### config.mk
export PLATFORM = sky130hd
export DESIGN_NAME = unicode_escape_decoder
export DESIGN_NICKNAME = d
export VERILOG_FILES = /design/src/rtl/core/ued_pkg.sv /design/src/rtl/core/ued_step.sv /design/src/rtl/core/unicode_escape_decoder.sv
export SDC_FILE = /design/constraint.sdc
export NUM_CORES = 1
export LEC_CHECK = 0
export BUFFER_PORTS_ARGS = -buffer_cell sky130_fd_sc_hd__buf_2
export CORE_ASPECT_RATIO = 0.6
export CORE_UTILIZATION = 55
export DETAILED_ROUTE_END_ITERATION = 10
export MAX_ROUTING_LAYER = met4
export PLACE_DENSITY_LB_ADDON = 0.12
export SYNTH_ARGS = -nofsm -noshare
export SYNTH_HDL_FRONTEND = slang
export SYNTH_SLANG_ARGS = --single-unit
### constraint.sdc
create_clock -name clk -period 4.3 [get_ports clk]
set_input_delay 0.86 -clock clk [delete_from_list [all_inputs] [get_ports clk]]
set_output_delay 0.86 -clock clk [all_outputs]
set_load 0.005 [all_outputs]
### src/rtl/core/ued_pkg.sv
`default_nettype none

package ued_pkg;

    localparam int UNIT_W = 16;

    localparam logic [UNIT_W-1:0] CH_BACKSLASH = 16'h005C;
    localparam logic [UNIT_W-1:0] CH_U         = 16'h0075;
    localparam logic [UNIT_W-1:0] CH_T         = 16'h0074;
    localparam logic [UNIT_W-1:0] CH_R         = 16'h0072;
    localparam logic [UNIT_W-1:0] CH_N         = 16'h006E;
    localparam logic [UNIT_W-1:0] CH_F         = 16'h0066;
    localparam logic [UNIT_W-1:0] CH_0         = 16'h0030;
    localparam logic [UNIT_W-1:0] CH_9         = 16'h0039;
    localparam logic [UNIT_W-1:0] CH_LA        = 16'h0061;
    localparam logic [UNIT_W-1:0] CH_LF        = 16'h0066;
    localparam logic [UNIT_W-1:0] CH_UA        = 16'h0041;
    localparam logic [UNIT_W-1:0] CH_UF        = 16'h0046;

    localparam logic [UNIT_W-1:0] CTL_TAB = 16'h0009;
    localparam logic [UNIT_W-1:0] CTL_CR  = 16'h000D;
    localparam logic [UNIT_W-1:0] CTL_LF  = 16'h000A;
    localparam logic [UNIT_W-1:0] CTL_FF  = 16'h000C;

    localparam logic [1:0] LAST_SLOT = 2'd3;

    typedef enum logic [1:0] {
        PH_PLAIN  = 2'd0,
        PH_ESCAPE = 2'd1,
        PH_HEX    = 2'd2
    } phase_t;

    typedef struct packed {
        phase_t            phase;
        logic [1:0]        digits_seen;
        logic [UNIT_W-1:0] hex_value;
    } dec_state_t;

    localparam dec_state_t STATE_RESET = '{phase: PH_PLAIN, digits_seen: 2'd0,
                                           hex_value: '0};

    typedef struct packed {
        logic       ok;
        logic [3:0] value;
    } hex_digit_t;

    function automatic hex_digit_t hex_digit(input logic [UNIT_W-1:0] u);
        hex_digit_t d;
        logic [UNIT_W-1:0] diff;
        d = '{ok: 1'b0, value: 4'd0};
        diff = '0;
        if (u >= CH_0 && u <= CH_9)
        begin
            diff = u - CH_0;
            d = '{ok: 1'b1, value: diff[3:0]};
        end
        else if (u >= CH_LA && u <= CH_LF)
        begin
            diff = u - CH_LA + 16'd10;
            d = '{ok: 1'b1, value: diff[3:0]};
        end
        else if (u >= CH_UA && u <= CH_UF)
        begin
            diff = u - CH_UA + 16'd10;
            d = '{ok: 1'b1, value: diff[3:0]};
        end
        return d;
    endfunction

endpackage

`default_nettype wire

### src/rtl/core/ued_step.sv
`default_nettype none

module ued_step
    import ued_pkg::*;
(
    input  wire dec_state_t        cur,
    input  wire logic [UNIT_W-1:0] code_unit,
    input  wire logic              end_of_text,
    output dec_state_t             nxt,
    output logic                   res_valid,
    output logic [UNIT_W-1:0]      res_unit
);

    hex_digit_t        digit;
    logic [UNIT_W-1:0] hex_acc;

    assign digit   = hex_digit(code_unit);
    assign hex_acc = digit.ok ? {cur.hex_value[UNIT_W-5:0], digit.value} : cur.hex_value;

    always_comb
    begin
        nxt = cur;
        unique case (cur.phase)
            PH_ESCAPE:
            begin
                if (code_unit == CH_U)
                    nxt = '{phase: PH_HEX, digits_seen: 2'd0, hex_value: '0};
                else
                    nxt.phase = PH_PLAIN;
            end
            PH_HEX:
            begin
                if (cur.digits_seen == LAST_SLOT)
                    nxt = STATE_RESET;
                else
                begin
                    nxt.digits_seen = cur.digits_seen + 2'd1;
                    nxt.hex_value   = hex_acc;
                end
            end
            default:
            begin
                if (code_unit == CH_BACKSLASH)
                    nxt.phase = PH_ESCAPE;
                else
                    nxt.phase = PH_PLAIN;
            end
        endcase
        if (end_of_text)
            nxt = STATE_RESET;
    end

    always_comb
    begin
        res_valid = 1'b0;
        res_unit  = code_unit;
        unique case (cur.phase)
            PH_ESCAPE:
            begin
                res_valid = (code_unit != CH_U);
                priority if (code_unit == CH_T)
                    res_unit = CTL_TAB;
                else if (code_unit == CH_R)
                    res_unit = CTL_CR;
                else if (code_unit == CH_N)
                    res_unit = CTL_LF;
                else if (code_unit == CH_F)
                    res_unit = CTL_FF;
                else
                    res_unit = code_unit;
            end
            PH_HEX:
            begin
                res_valid = (cur.digits_seen == LAST_SLOT);
                res_unit  = hex_acc;
            end
            default:
            begin
                res_valid = (code_unit != CH_BACKSLASH);
                res_unit  = code_unit;
            end
        endcase
    end

endmodule

`default_nettype wire

### src/rtl/core/unicode_escape_decoder.sv
// Path: an accepted request waits in the input register; its decoded unit, if any, is
// then registered in the result register. Throughput: one request per cycle while the
// output is not stalled; the input register and the result register are joined by a
// single pass of decode logic, and the state updates once per request.
// Reset (rst_n low, asynchronous): both registers empty, decoder in plain text.
`default_nettype none

module unicode_escape_decoder
    import ued_pkg::*;
(
    input  wire logic              clk,
    input  wire logic              rst_n,
    input  wire logic              in_valid,
    output logic                   in_stall,
    input  wire logic [UNIT_W-1:0] code_unit,
    input  wire logic              end_of_text,
    output logic                   out_valid,
    input  wire logic              out_stall,
    output logic [UNIT_W-1:0]      decoded_unit
);

    logic              req_valid_reg;
    logic              req_valid_next;
    logic [UNIT_W-1:0] req_unit_reg;
    logic              req_eot_reg;
    dec_state_t        state_reg;
    dec_state_t        state_next;
    logic              res_valid_reg;
    logic              res_valid_next;
    logic [UNIT_W-1:0] res_unit_reg;

    dec_state_t        step_state;
    logic              step_valid;
    logic [UNIT_W-1:0] step_unit;
    logic              advance;
    logic              take_in;

    ued_step u_step (
        .cur         (state_reg),
        .code_unit   (req_unit_reg),
        .end_of_text (req_eot_reg),
        .nxt         (step_state),
        .res_valid   (step_valid),
        .res_unit    (step_unit)
    );

    assign advance  = req_valid_reg && (!res_valid_reg || !out_stall);
    assign in_stall = req_valid_reg && !advance;
    assign take_in  = in_valid && !in_stall;

    always_comb
    begin
        req_valid_next = req_valid_reg;
        if (!in_stall)
            req_valid_next = in_valid;
        state_next = advance ? step_state : state_reg;
        res_valid_next = res_valid_reg;
        if (advance && step_valid)
            res_valid_next = 1'b1;
        else if (!out_stall)
            res_valid_next = 1'b0;
    end

    always_ff @(posedge clk or negedge rst_n)
    begin
        if (!rst_n)
        begin
            req_valid_reg <= 1'b0;
            state_reg     <= STATE_RESET;
            res_valid_reg <= 1'b0;
        end
        else
        begin
            req_valid_reg <= req_valid_next;
            state_reg     <= state_next;
            res_valid_reg <= res_valid_next;
        end
    end

    // hold the request while stalled
    always_ff @(posedge clk)
    begin
        if (take_in)
        begin
            req_unit_reg <= code_unit;
            req_eot_reg  <= end_of_text;
        end
        if (advance && step_valid)
            res_unit_reg <= step_unit;
    end

    assign out_valid    = res_valid_reg;
    assign decoded_unit = res_unit_reg;

endmodule

`default_nettype wire

# Word-level counts from Yosys, hierarchy flattened

Index checks and enable logic that the tools add are counted.

Register bits after elaboration: 55
Bits of input ports: 21
Bits in writable memories: 0
Output and inout bits: 18
ROM bits: 0
Memories: 0
Logic and storage cells: 69
Bits in latches: 0

Shifts and indexed selects: 0
Add/subtract/negate cells: 6
Multipliers: 0
Div/mod/pow operators: 0
Bitwise operators: 0
Mux-type cells: 20
Equality and inequality tests: 14
$lt $le $gt $ge: 6
Reductions and logical operators: 15

Operator list:

| cell                                                                                  | count |
|---|---|
| 16-bit by 7-bit == test with 1-bit output (second input constant)                     | 6 |
| 16-bit two-way mux                                                                    | 5 |
| 18-bit two-way mux                                                                    | 2 |
| 18-bit case mux with 2 select lines                                                   | 1 |
| 16-bit by 7-bit greater-or-equal comparator with 1-bit output (second input constant) | 2 |
| 16-bit by 7-bit less-or-equal comparator with 1-bit output (second input constant)    | 2 |
| 16-bit by 7-bit inequality test with 1-bit output (second input constant)             | 2 |
| 16-bit case mux with 2 select lines                                                   | 1 |
| 20-bit two-way mux                                                                    | 1 |
| 16-bit by 6-bit greater-or-equal comparator with 1-bit output (second input constant) | 1 |
| 16-bit by 6-bit less-or-equal comparator with 1-bit output (second input constant)    | 1 |
| 5-bit two-way mux                                                                     | 3 |
| 4-bit by 1-bit subtractor with 4-bit output (second input constant)                   | 3 |
| 4-bit adder (second input constant)                                                   | 2 |
| 1-bit logical AND                                                                     | 7 |
| 3-bit by 2-bit inequality test with 1-bit output (second input constant)              | 2 |
| 2-bit == test (second input constant)                                                 | 2 |
| 1-bit logical NOT                                                                     | 4 |
| 2-bit two-way mux                                                                     | 2 |
| 2-bit case mux with 2 select lines                                                    | 1 |
| 1-bit two-way mux                                                                     | 3 |
| 3-bit AND reduction                                                                   | 1 |
| 3-bit nonzero test                                                                    | 1 |
| 2-bit by 1-bit adder with 2-bit output (second input constant)                        | 1 |
| other kinds (5)                                                                       | 5 |

# Logic depth before layout (Yosys ltp)

Gate-level depths: netlist (run 1).

Word-level depth: 9
Mapped depth: 9
Depth with buffers taken out: 8

# Hierarchy

From an unflattened synthesis (run 1), not the netlist that was laid out.

Cells, all modules: 265
Area, all modules: 3083.0 µm²

By module, submodules not included:

| module                 | cells an instance | area each (µm²) | seq. area each (µm²) | times used |
|---|---|---|---|---|
| unicode_escape_decoder | 86                | 1841.8          | 1541.5               | 1 |
| ued_step               | 179               | 1241.2          | 0.0                  | 1 |

# Least setup slack after synthesis (run 1)

No wires, ideal clock.

Path type: input to register
Start point: input port out_stall
End point: register res_unit_reg[0] (netlist: decoded_unit[0]) (enable)
Data arrival time: 2.217 ns
Data required time: 3.891 ns
Stages: 3
Path slack: 1.674 ns
Library setup time: 0.409 ns
Path buffers: 0
Cell sequence: nand2_1 nand2_1 nor3_1

Longest elaborated chain between the ends: 4

Ends and longest elaborated chain:

| what                   | line                         | source |
|---|---|---|
| start: declaration     | unicode_escape_decoder.sv:18 | `input wire logic out_stall,` |
| 1-bit logical NOT      | --                           |  |
| 1-bit logical OR       | unicode_escape_decoder.sv:47 | `assign advance = req_valid_reg && (!res_valid_reg \|\| !out_stall);` |
| 1-bit logical AND      | unicode_escape_decoder.sv:47 |  |
| 1-bit logical AND      | unicode_escape_decoder.sv:88 | `if (advance && step_valid)` |
| end signal: assignment | unicode_escape_decoder.sv:89 | `res_unit_reg <= step_unit;` |
| end: declaration       | unicode_escape_decoder.sv:30 | `logic [UNIT_W-1:0] res_unit_reg;` |

No other way between the ends.
A chain may end at the register's enable or synchronous reset.

# Worst setup path after layout (run 1)

Start point: register req_unit_reg[11]
End point: register res_unit_reg[4] (netlist: decoded_unit[4]) (enable)

Longest elaborated chain between the ends: 3
Elaborated cells between the ends (all ways): 4
Those cells by class: eq/ne (2); mux (1); reduce/logical (1)

Ends and longest elaborated chain:

| what                                                                 | line                           | source |
|---|---|---|
| start: declaration                                                   | unicode_escape_decoder.sv:24   | `logic [UNIT_W-1:0] req_unit_reg;` |
| start signal: assignment                                             | unicode_escape_decoder.sv:85   | `req_unit_reg <= code_unit;` |
| 16-bit by 7-bit inequality test with 1-bit output (on tied branches) | ued_step.sv:79, ued_step.sv:60 |  |
| 1-bit case mux with 2 select lines *                                 | ued_step.sv:57                 | `unique case (cur.phase)` |
| 1-bit logical AND *                                                  | unicode_escape_decoder.sv:88   |  |

Mark *: on every way between the ends. The rest lies on a longest branch, timed or not.

==> results of run 1 <==
[layer usage]
layer	vias to the layer above	share of wire, %	routed length (um)
li1	983	-	-
met1	980	51	3255
met2	130	36	2279
met3	11	12	770
met4	0	1.2	74
met5	-	0	0
[report_power, final]
group	leakage (nW)	switching (mW)	internal, mW
Combinational	0.580	0.0591	0.0390
Clock	0.0524	0.162	0.175
Sequential	0.620	0.0229	0.595
Total	1.25	0.244	0.809
[critical path, cell delays in order, from the launching register on]
cell and delay [ns]:
edfxtp_1 0.46, nor4_4 0.57, nand4b_2 0.24, nor2_1 0.19
nand2_1 0.09, a2111oi_0 0.98, nor3_4 0.28
[layout by cell type, fill, tap and decap left out, types with 3 or more instances in the layout]
cell / netlist / final
a21oi_1: 9 / 9
a22o_1: 12 / 12
and3_1: 3 / 3
buf_2: 1 / 38
clkbuf_8: 0 / 5
dfrtp_1: 22 / 22
edfxtp_1: 33 / 33
ha_1: 8 / 8
inv_1: 12 / 12
mux2i_1: 14 / 14
nand2_1: 26 / 26
nand3_1: 3 / 3
nand4_1: 4 / 4
nor2_1: 4 / 4
nor2b_1: 3 / 3
o21ai_0: 12 / 12
o2bb2ai_1: 9 / 9
[worst paths after layout]
check | from | to | slack [ns] | cells after the start
worst max-delay path | req_unit_reg[11] | decoded_unit[4] | 1.16 | 6
worst min-delay path | state_reg[17] | state_reg[17] | 0.49 | 2
worst max register to register | req_unit_reg[11] | decoded_unit[4] | 1.16 | 6
worst min register to register | state_reg[17] | state_reg[17] | 0.49 | 2
max in group asynchronous | rst_n | state_reg[3] | 3.43 | 1
min in group asynchronous | rst_n | state_reg[19] | 0.51 | 1
[cells in the mapped netlist (2+ instances only)]
master / n
nand4_1: 4
nand2_1: 26
nand3_1: 3
and3_1: 3
dfrtp_1: 22
ha_1: 8
and3b_1: 2
a22o_1: 12
o2bb2ai_1: 9
o22ai_1: 2
nor2b_1: 3
buf_6: 4
nor2_1: 4
a21oi_1: 9
mux2i_1: 14
o21ai_0: 12
and2_1: 2
o31ai_1: 2
o221ai_1: 2
clkbuf_1: 3
edfxtp_1: 33
nor4_4: 2
o211ai_1: 2
inv_1: 12
nor3_1: 3
[layout make-up]
type	count	area, um2	share of cell area, %
inverter	12	45.04	1.399
sequential	55	1541	47.88
multi-input combinational	159	1254	38.94
timing repair buffer	38	190.2	5.907
clock buffer	7	76.32	2.371
tap	66	82.58	2.565
clock inverter	1	30.03	0.9328
[logic make-up (layout without fill, tap and decap cells)]
| kind of cell | after synthesis | after routing | synth area share, % |
|---|---|---|---|
| compound gates | 70 | 70 | 20.01 |
| fa+ha+maj | 8 | 8 | 3.457 |
| buf+inv | 21 | 58 | 3.846 |
| flops | 55 | 55 | 53.24 |
| mux | 14 | 14 | 4.840 |
| simple gates | 67 | 67 | 14.61 |
==> results.toml, run 1 <==
[logic_synthesis]
yosys-top-cells-area = "edfxtp_1 34%, dfrtp_1 19%, mux2i_1 4.8%"
yosysWarnings = 0
netlist-cell-type-count = 62
synth.yosys.seq_area_share_pct = 53.24
mappedNetlistNets = 264
synth_largest_type_area_fraction_pct = 34.23
synth_top_flop_cell = "edfxtp_1"
post-synth-top-area-cell = "edfxtp_1"
synthesis.area_mm2 = 0.002895
syn-instance-count = 235
edff_count_synth = 33
synth.ff_latch_count = 55
syn_avg_cell_area_um2 = 12.32
async_reset_ff_share_pct = 40.00

[run]
timing.max_cap.violations = 0

[worst_setup_path]
critPathCaptureType = "register"
crit_required_ns = 4.28
setup.worst_path.class = "register to register"
critPathMaxFanout = 16
crit_path_start_kind = "register"
critical_path_arrival_ns = 3.12

[die]
die_x_um = 95.67
die_height_um = 58.20
core_rows = 20
io_pins = 39
die_area_mm2 = 0.005568
design.core.area_mm2 = 0.005055
starting_density_of_the_core_pct = 57.28

[placement]
detailed_place_hpwl_mm = 4.629
preCtsSetupSlack_ns = 1.450
routabilityCongestion = 0.9873
placed_cells = 330
io_buffer_count = 38
placed_area_mm2 = 0.003107

[clocking]
ctsHoldBuffers = 0
clk_pin_slew_ns = 0.10
clock_path_buffers = 2
number_of_buffers_added_for_setup_after_cts = 0
cts-resized-gates = 0
clock_sinks = 55
cts_root_cell = "clkbuf_8"
tritoncts = "built"
htreeDepth = 2
cts_inserted_buffers = 5
clk_latency_ns = 0.31

[grt]
grt.busiest_layer = "met1"
grt_util_met2_pct = 29.69
grt_usage_pct = 26.62
via_count_of_the_first_global_routing_pass = 1872
grt_overflow_total = 0
globalRouteMet3Util_pct = 9.711
grt_max_degree = 23
grt_pass1_wl_mm = 10.24
global_route.usage.met1_pct = 43.20
antenna_found_initial = 0

[timing]
final_max_slew_violation_count = 0
final.setup.tns_ns = 0
hold_viol = 0
fmaxAchievable_mhz = 318.5
tightest_slew_ns = 1.109
setup_slack_ns = 1.161
finalWorstPathRequiredPeriod_ns = 3.139
grt_setup_unrepaired = "no"
finalSetupViolCount = 0
hold_slack_ns = 0.4928
fin_crit_sh_pct = 73.01
slew-limit-headroom_pct = 24.17
finClkSkew_ns = 0.01646

[power_and_ir_drop]
peakVddDrop_v = 0.0001983
power_mw = 1.053
cellPowerDensity_mw_per_mm2 = 327.1
leakagePower_nw = 1.253

[outcome]
status = "finished, final reports clean"

[finish]
largest_reg_flops = 20
postLayoutCellArea_mm2 = 0.003219
fill_cells = 403
final_layout_size_suffix_gt1_share_pct = 24.26
final_util_pct = 63.69
layout.nets = 300
antennaDiodeCount = 0
areaGrowthSynthToFinish_pct = 11.19
finalNonFillerCells = 338

[min_path]
timing.hold.worst.class = "register to register"

[route]
dr.pass1.iters = 4
drt-vias-per-instance = 6.225
antenna_violating_nets_post_route = 0
drt-wirelength-per-cell_um = 18.87
drtIter0Drc = 164
wl_mm = 6.379
dr_total_vias = 2104
drcViolationCount = 0
No activity file was read; power rests on OpenSTA's default activity.
==> run 2, diff against run 1 <==
==> constraint.sdc (replaced) <==
create_clock -name clk -period 3.03 [get_ports clk]
set_input_delay 0.606 -clock clk [delete_from_list [all_inputs] [get_ports clk]]
set_output_delay 0.606 -clock clk [all_outputs]
set_load 0.005 [all_outputs]
==> run 2 against run 1 <==
Effect of this change: total power increased by 36%; flip-flop and latch count unchanged; non-clock buffer count increased by 6.
==> results.toml, run 2 (same netlist as run 1, synthesis figures left out) <==
[grt]
grt_pass1_wl_mm = 10.32
grt_usage_pct = 26.55
grt_max_degree = 23
via_count_of_the_first_global_routing_pass = 1897
grt_overflow_total = 0
antenna_found_initial = 0

[finish]
layout.nets = 306
fill_cells = 417
final_layout_size_suffix_gt1_share_pct = 25.90
register_area_mm2 = 0.001541
layout.cells.most_common = "buf_2"
postLayoutCellArea_mm2 = 0.003237
final_util_pct = 64.03
antennaDiodeCount = 0
largest_reg_flops = 20
multiInputGateArea_mm2 = 0.001247
layout.cells.most_common_list = "38 x buf_2, 33 x edfxtp_1, 26 x nand2_1"
areaGrowthSynthToFinish_pct = 11.80

[worst_setup_path]
critPathMaxFanout = 16
reg2reg_slack_ns = 0.28
critPathCaptureType = "register"
crit_path_start_kind = "register"
crit_required_ns = 3.09
critical_path_arrival_ns = 2.81
setup.worst_path.class = "register to register"

[clocking]
cts-resized-gates = 0
clk_latency_ns = 0.32
clock_sinks = 55
clock_path_buffers = 2
number_of_buffers_added_for_setup_after_cts = 0
htreeDepth = 2
cts_inserted_buffers = 5
ctsHoldBuffers = 0
cts_root_cell = "clkbuf_8"
clk_pin_slew_ns = 0.11
tritoncts = "built"

[route]
drtIter0Drc = 208
drcViolationCount = 0
drt-vias-per-instance = 6.186
antenna_violating_nets_post_route = 0
drt-wirelength-per-cell_um = 19.19
dr_total_vias = 2128
wl_mm = 6.600
dr.pass1.iters = 4

[min_path]
timing.hold.worst.class = "input port to async pin"

[power_and_ir_drop]
power_mw = 1.434
leakagePower_nw = 1.270
peakVddDrop_v = 0.0002382
cellPowerDensity_mw_per_mm2 = 443.0

[placement]
io_buffer_count = 38
detailed_place_hpwl_mm = 4.876
routabilityCongestion = 0.9688
placed_area_mm2 = 0.003152

[timing]
finalWorstPathRequiredPeriod_ns = 2.745
tightest_slew_ns = 0.7622
grt_setup_unrepaired = "no"
hold_viol = 0
finClkSkew_ns = 0.01841
finalSetupViolCount = 0
final.setup.tns_ns = 0
slew-limit-headroom_pct = 47.87
fin_crit_sh_pct = 90.60
fmaxAchievable_mhz = 364.3
final_max_slew_violation_count = 0

[run]
timing.max_cap.violations = 0

[die]
die_height_um = 58.20
io_pins = 39
die_x_um = 95.67
starting_density_of_the_core_pct = 57.28
design.core.area_mm2 = 0.005055
die_area_mm2 = 0.005568
core_rows = 20

[outcome]
status = "finished, final reports clean"
-- run 2: cell types whose count changed in the layout (fill, tap and decap cells not counted), sizes merged --
cell    delta
buf        +6
bufinv     -1
inv        +1
-- run 2: worst paths after layout --
check,start,to,cells after the start
worst max-delay path,req_unit_reg[11],decoded_unit[9],7
worst min-delay path,rst_n,state_reg[5],1
worst max register to register,req_unit_reg[11],decoded_unit[9],7
worst min register to register,state_reg[17],state_reg[17],2
max in group asynchronous,rst_n,out_valid,1
min in group clk,code_unit[14],req_unit_reg[14],1
-- run 2: worst max-delay path, stage by stage (launching register included) --
cell,delay (ns)
edfxtp_1,0.46
nor4_4,0.51
nand4b_2,0.21
nor2_1,0.18
nand2_1,0.11
a2111oi_0,0.71
nor3_2,0.09
buf_4,0.23
-- run 2: where the power goes --
part	switching [mW]	internal, mW	total [mW]	leakage, nW
combinational	0.0869	0.0594	0.146	0.607
clock	0.246	0.168	0.414	0.0428
sequential	0.0295	0.844	0.874	0.620
-- run 2: layout make-up --
cell class	count	share of cell area, %
Tap cell	66	2.551
Inverter	12	1.392
Clock inverter	1	0.2706
Sequential cell	55	47.62
Timing Repair Buffer	44	7.267
Clock buffer	7	2.358
Multi-Input combinational cell	159	38.54
-- run 2: metrics by stage --
step / hold WS, ns / worst slack, ns / cells
floorplan: 0.3104 / 0.4628 / 235
global placement: 0.4586 / 0.2630 / 336
detailed placement: 0.4669 / 0.3193 / 336
CTS: 0.2733 / 0.2953 / 344
global route: 0.2899 / 0.1123 / 344
finish: 0.2602 / 0.2848 / 344
-- run 2: layer usage --
metal / up-vias / global-route usage, % / routed length (um)
li1: 989 / - / -
met1: 1017 / 42.38 / 3408
met2: 113 / 32.35 / 2503
met3: 9 / 7.874 / 628
met4: 0 / 5.117 / 59
met5: - / - / 0
==> run 3, diff against run 2 <==
--- a/config.mk
+++ b/config.mk
@@ -5,10 +5,10 @@
 export SDC_FILE = /design/constraint.sdc
 export NUM_CORES = 1
 export LEC_CHECK = 0
-export BUFFER_PORTS_ARGS = -buffer_cell sky130_fd_sc_hd__buf_2
 export CORE_ASPECT_RATIO = 0.6
 export CORE_UTILIZATION = 55
 export DETAILED_ROUTE_END_ITERATION = 10
+export DONT_BUFFER_PORTS = 1
 export MAX_ROUTING_LAYER = met4
 export PLACE_DENSITY_LB_ADDON = 0.12
 export SYNTH_ARGS = -nofsm -noshare
==> run 3 against run 2 <==
Effect of this change: routed wire length grew 3.5%; clock skew fell by 0.0024 ns; non-clock buffer count shrank 38; via count shrank 7.7%; worst setup slack worse by 0.087 ns; first-iteration DRC count shrank 17%; critical path depth rose by 1; sequential power grew 0.6%; combinational power shrank 21%; fmax down 3.1%; total power is essentially flat; clock power rose by 5.8%; largest power group unchanged; highest routed layer unchanged.
==> results.toml, run 3 (same netlist as run 1, synthesis figures left out) <==
[outcome]
status = "finished, final reports clean"

[clocking]
tritoncts = "built"
clk_latency_ns = 0.32
cts_root_cell = "clkbuf_8"
htreeDepth = 2
cts-resized-gates = 0
cts_inserted_buffers = 5
clock_sinks = 55
clk_pin_slew_ns = 0.11
clock_path_buffers = 2
number_of_buffers_added_for_setup_after_cts = 0

[worst_setup_path]
cp.buffers_inverters = 1
critPathCaptureType = "register"
critical_path.cell_chain = "inv_1, ha_1, o21ba_2, o2111ai_2, o221ai_4, o211ai_2, a31o_1, a32oi_1"
slowest_stage = "edfxtp_1"
cp_top_family = "compound AO/OA/AOI/OAI gates"
cp_slowest_stage_delay_ns = 0.49
crit_path_start_kind = "register"
crit_required_ns = 3.07
critPathMaxFanout = 17
setup.worst_path.class = "register to register"
critical_path_arrival_ns = 2.87
reg2reg_slack_ns = 0.20

[power_and_ir_drop]
power.share.combinational_pct = 8.1
power.switching_fraction_pct = 25.28
pwr-share-seq_pct = 61.3
peakVddDrop_v = 0.0003004
power_mw = 1.433
clockPowerShare_pct = 30.5
leakagePower_nw = 1.128
power_switching_mw = 0.3622
cellPowerDensity_mw_per_mm2 = 468.2
cell_internal_power_mw = 1.071

[route]
antenna_violating_nets_post_route = 0
drtIter0Drc = 172
dr.pass1.iters = 5
wl_mm = 6.833
drt-wirelength-per-cell_um = 22.33
drcViolationCount = 0
drt-vias-per-instance = 6.422
dr_total_vias = 1965

[finish]
final_layout_size_suffix_gt1_share_pct = 14.58
layout.cells.most_common = "edfxtp_1"
antennaDiodeCount = 0
layout.cells.most_common_list = "33 x edfxtp_1, 26 x nand2_1, 22 x dfrtp_1"
postLayoutCellArea_mm2 = 0.003060
areaGrowthSynthToFinish_pct = 5.705
layout.nets = 268
largest_reg_flops = 20

[timing]
finClkSkew_ns = 0.01599
final.setup.tns_ns = 0
hold_viol = 0
fmaxAchievable_mhz = 353.0
final_max_slew_violation_count = 0
slew-limit-headroom_pct = 27.54
fin_crit_sh_pct = 93.49
finalSetupViolCount = 0
tightest_slew_ns = 1.083
finalWorstPathRequiredPeriod_ns = 2.833
grt_setup_unrepaired = "no"

[placement]
io_buffer_count = 0
detailed_place_hpwl_mm = 5.123
placed_area_mm2 = 0.002954
routabilityCongestion = 0.9243

[grt]
via_count_of_the_first_global_routing_pass = 1895
antenna_found_initial = 0
grt_overflow_total = 0
grt_pass1_wl_mm = 10.64
grt_usage_pct = 27.55
grt_max_degree = 23

[die]
die_height_um = 58.20
starting_density_of_the_core_pct = 57.28
die_x_um = 95.67
io_pins = 39
core_rows = 20
die_area_mm2 = 0.005568
design.core.area_mm2 = 0.005055

[min_path]
timing.hold.worst.class = "input port to register"

[run]
timing.max_cap.violations = 0
[run 3: final cells by class]
type,instances,area (um2)
clock buffers,6,82.58
clock inverters,2,13.76
fillers,427,1994
inverters,12,45.04
multi-input cells,159,1247
flip-flops and latches,55,1541
well taps,66,82.58
repair buffers,6,47.55
[run 3: worst paths after layout]
check                      depth (start not counted)             from         endpoint
min in group asynchronous                          1            rst_n    state_reg[17]
setup / recovery                                   8  req_unit_reg[1]  decoded_unit[3]
hold reg to reg                                    1    state_reg[16]    state_reg[16]
hold / removal                                     0     code_unit[6]  req_unit_reg[6]
max in group asynchronous                          1            rst_n    state_reg[10]
setup reg to reg                                   8  req_unit_reg[1]  decoded_unit[3]
[run 3: timing repair]
| action | in CTS | in global routing |
|---|---|---|
| hold buffers | 1 | 0 |
| endpoints found under the hold margin | 22 | 0 |
| endpoints found under the setup margin | 0 | 0 |
[run 3: routing by layer]
metal / vias to the layer above / GRT usage [%] / share of wire (%)
met5: - / - / 0
met4: 0 / 4.051 / 0.28
met3: 2 / 8.268 / 7.0
met2: 79 / 34.69 / 40
met1: 965 / 43.52 / 53
li1: 919 / - / -
[run 3: power groups by stage]
| stage | Combinational, mW | Clock (mW) | Sequential, mW |
|---|---|---|---|
| 6_report | 0.116 | 0.438 | 0.879 |
| 5_1_grt | 0.128 | 0.469 | 0.884 |
| 4_1_cts | 0.115 | 0.441 | 0.879 |
| 3_5_place_dp | 0.107 | 0 | 0.896 |
| 3_3_place_gp | 0.105 | 0 | 0.895 |
| 2_1_floorplan | 0.0782 | 0 | 0.884 |
[run 3: per-stage QoR]
| stage | instances | utilization, % | hold WS (ns) | worst slack, ns |
|---|---|---|---|---|
| 6_report | 306 | 60.54 | 0.3886 | 0.1973 |
| 5_1_grt | 306 | 60.54 | 0.3687 | 0.03800 |
| 4_1_cts | 306 | 60.54 | 0.3852 | 0.2312 |
| 3_5_place_dp | 297 | 58.44 | 0.3107 | 0.2509 |
| 3_3_place_gp | 297 | 58.44 | 0.3108 | 0.2680 |
| 2_1_floorplan | 235 | - | 0.3104 | 0.4628 |
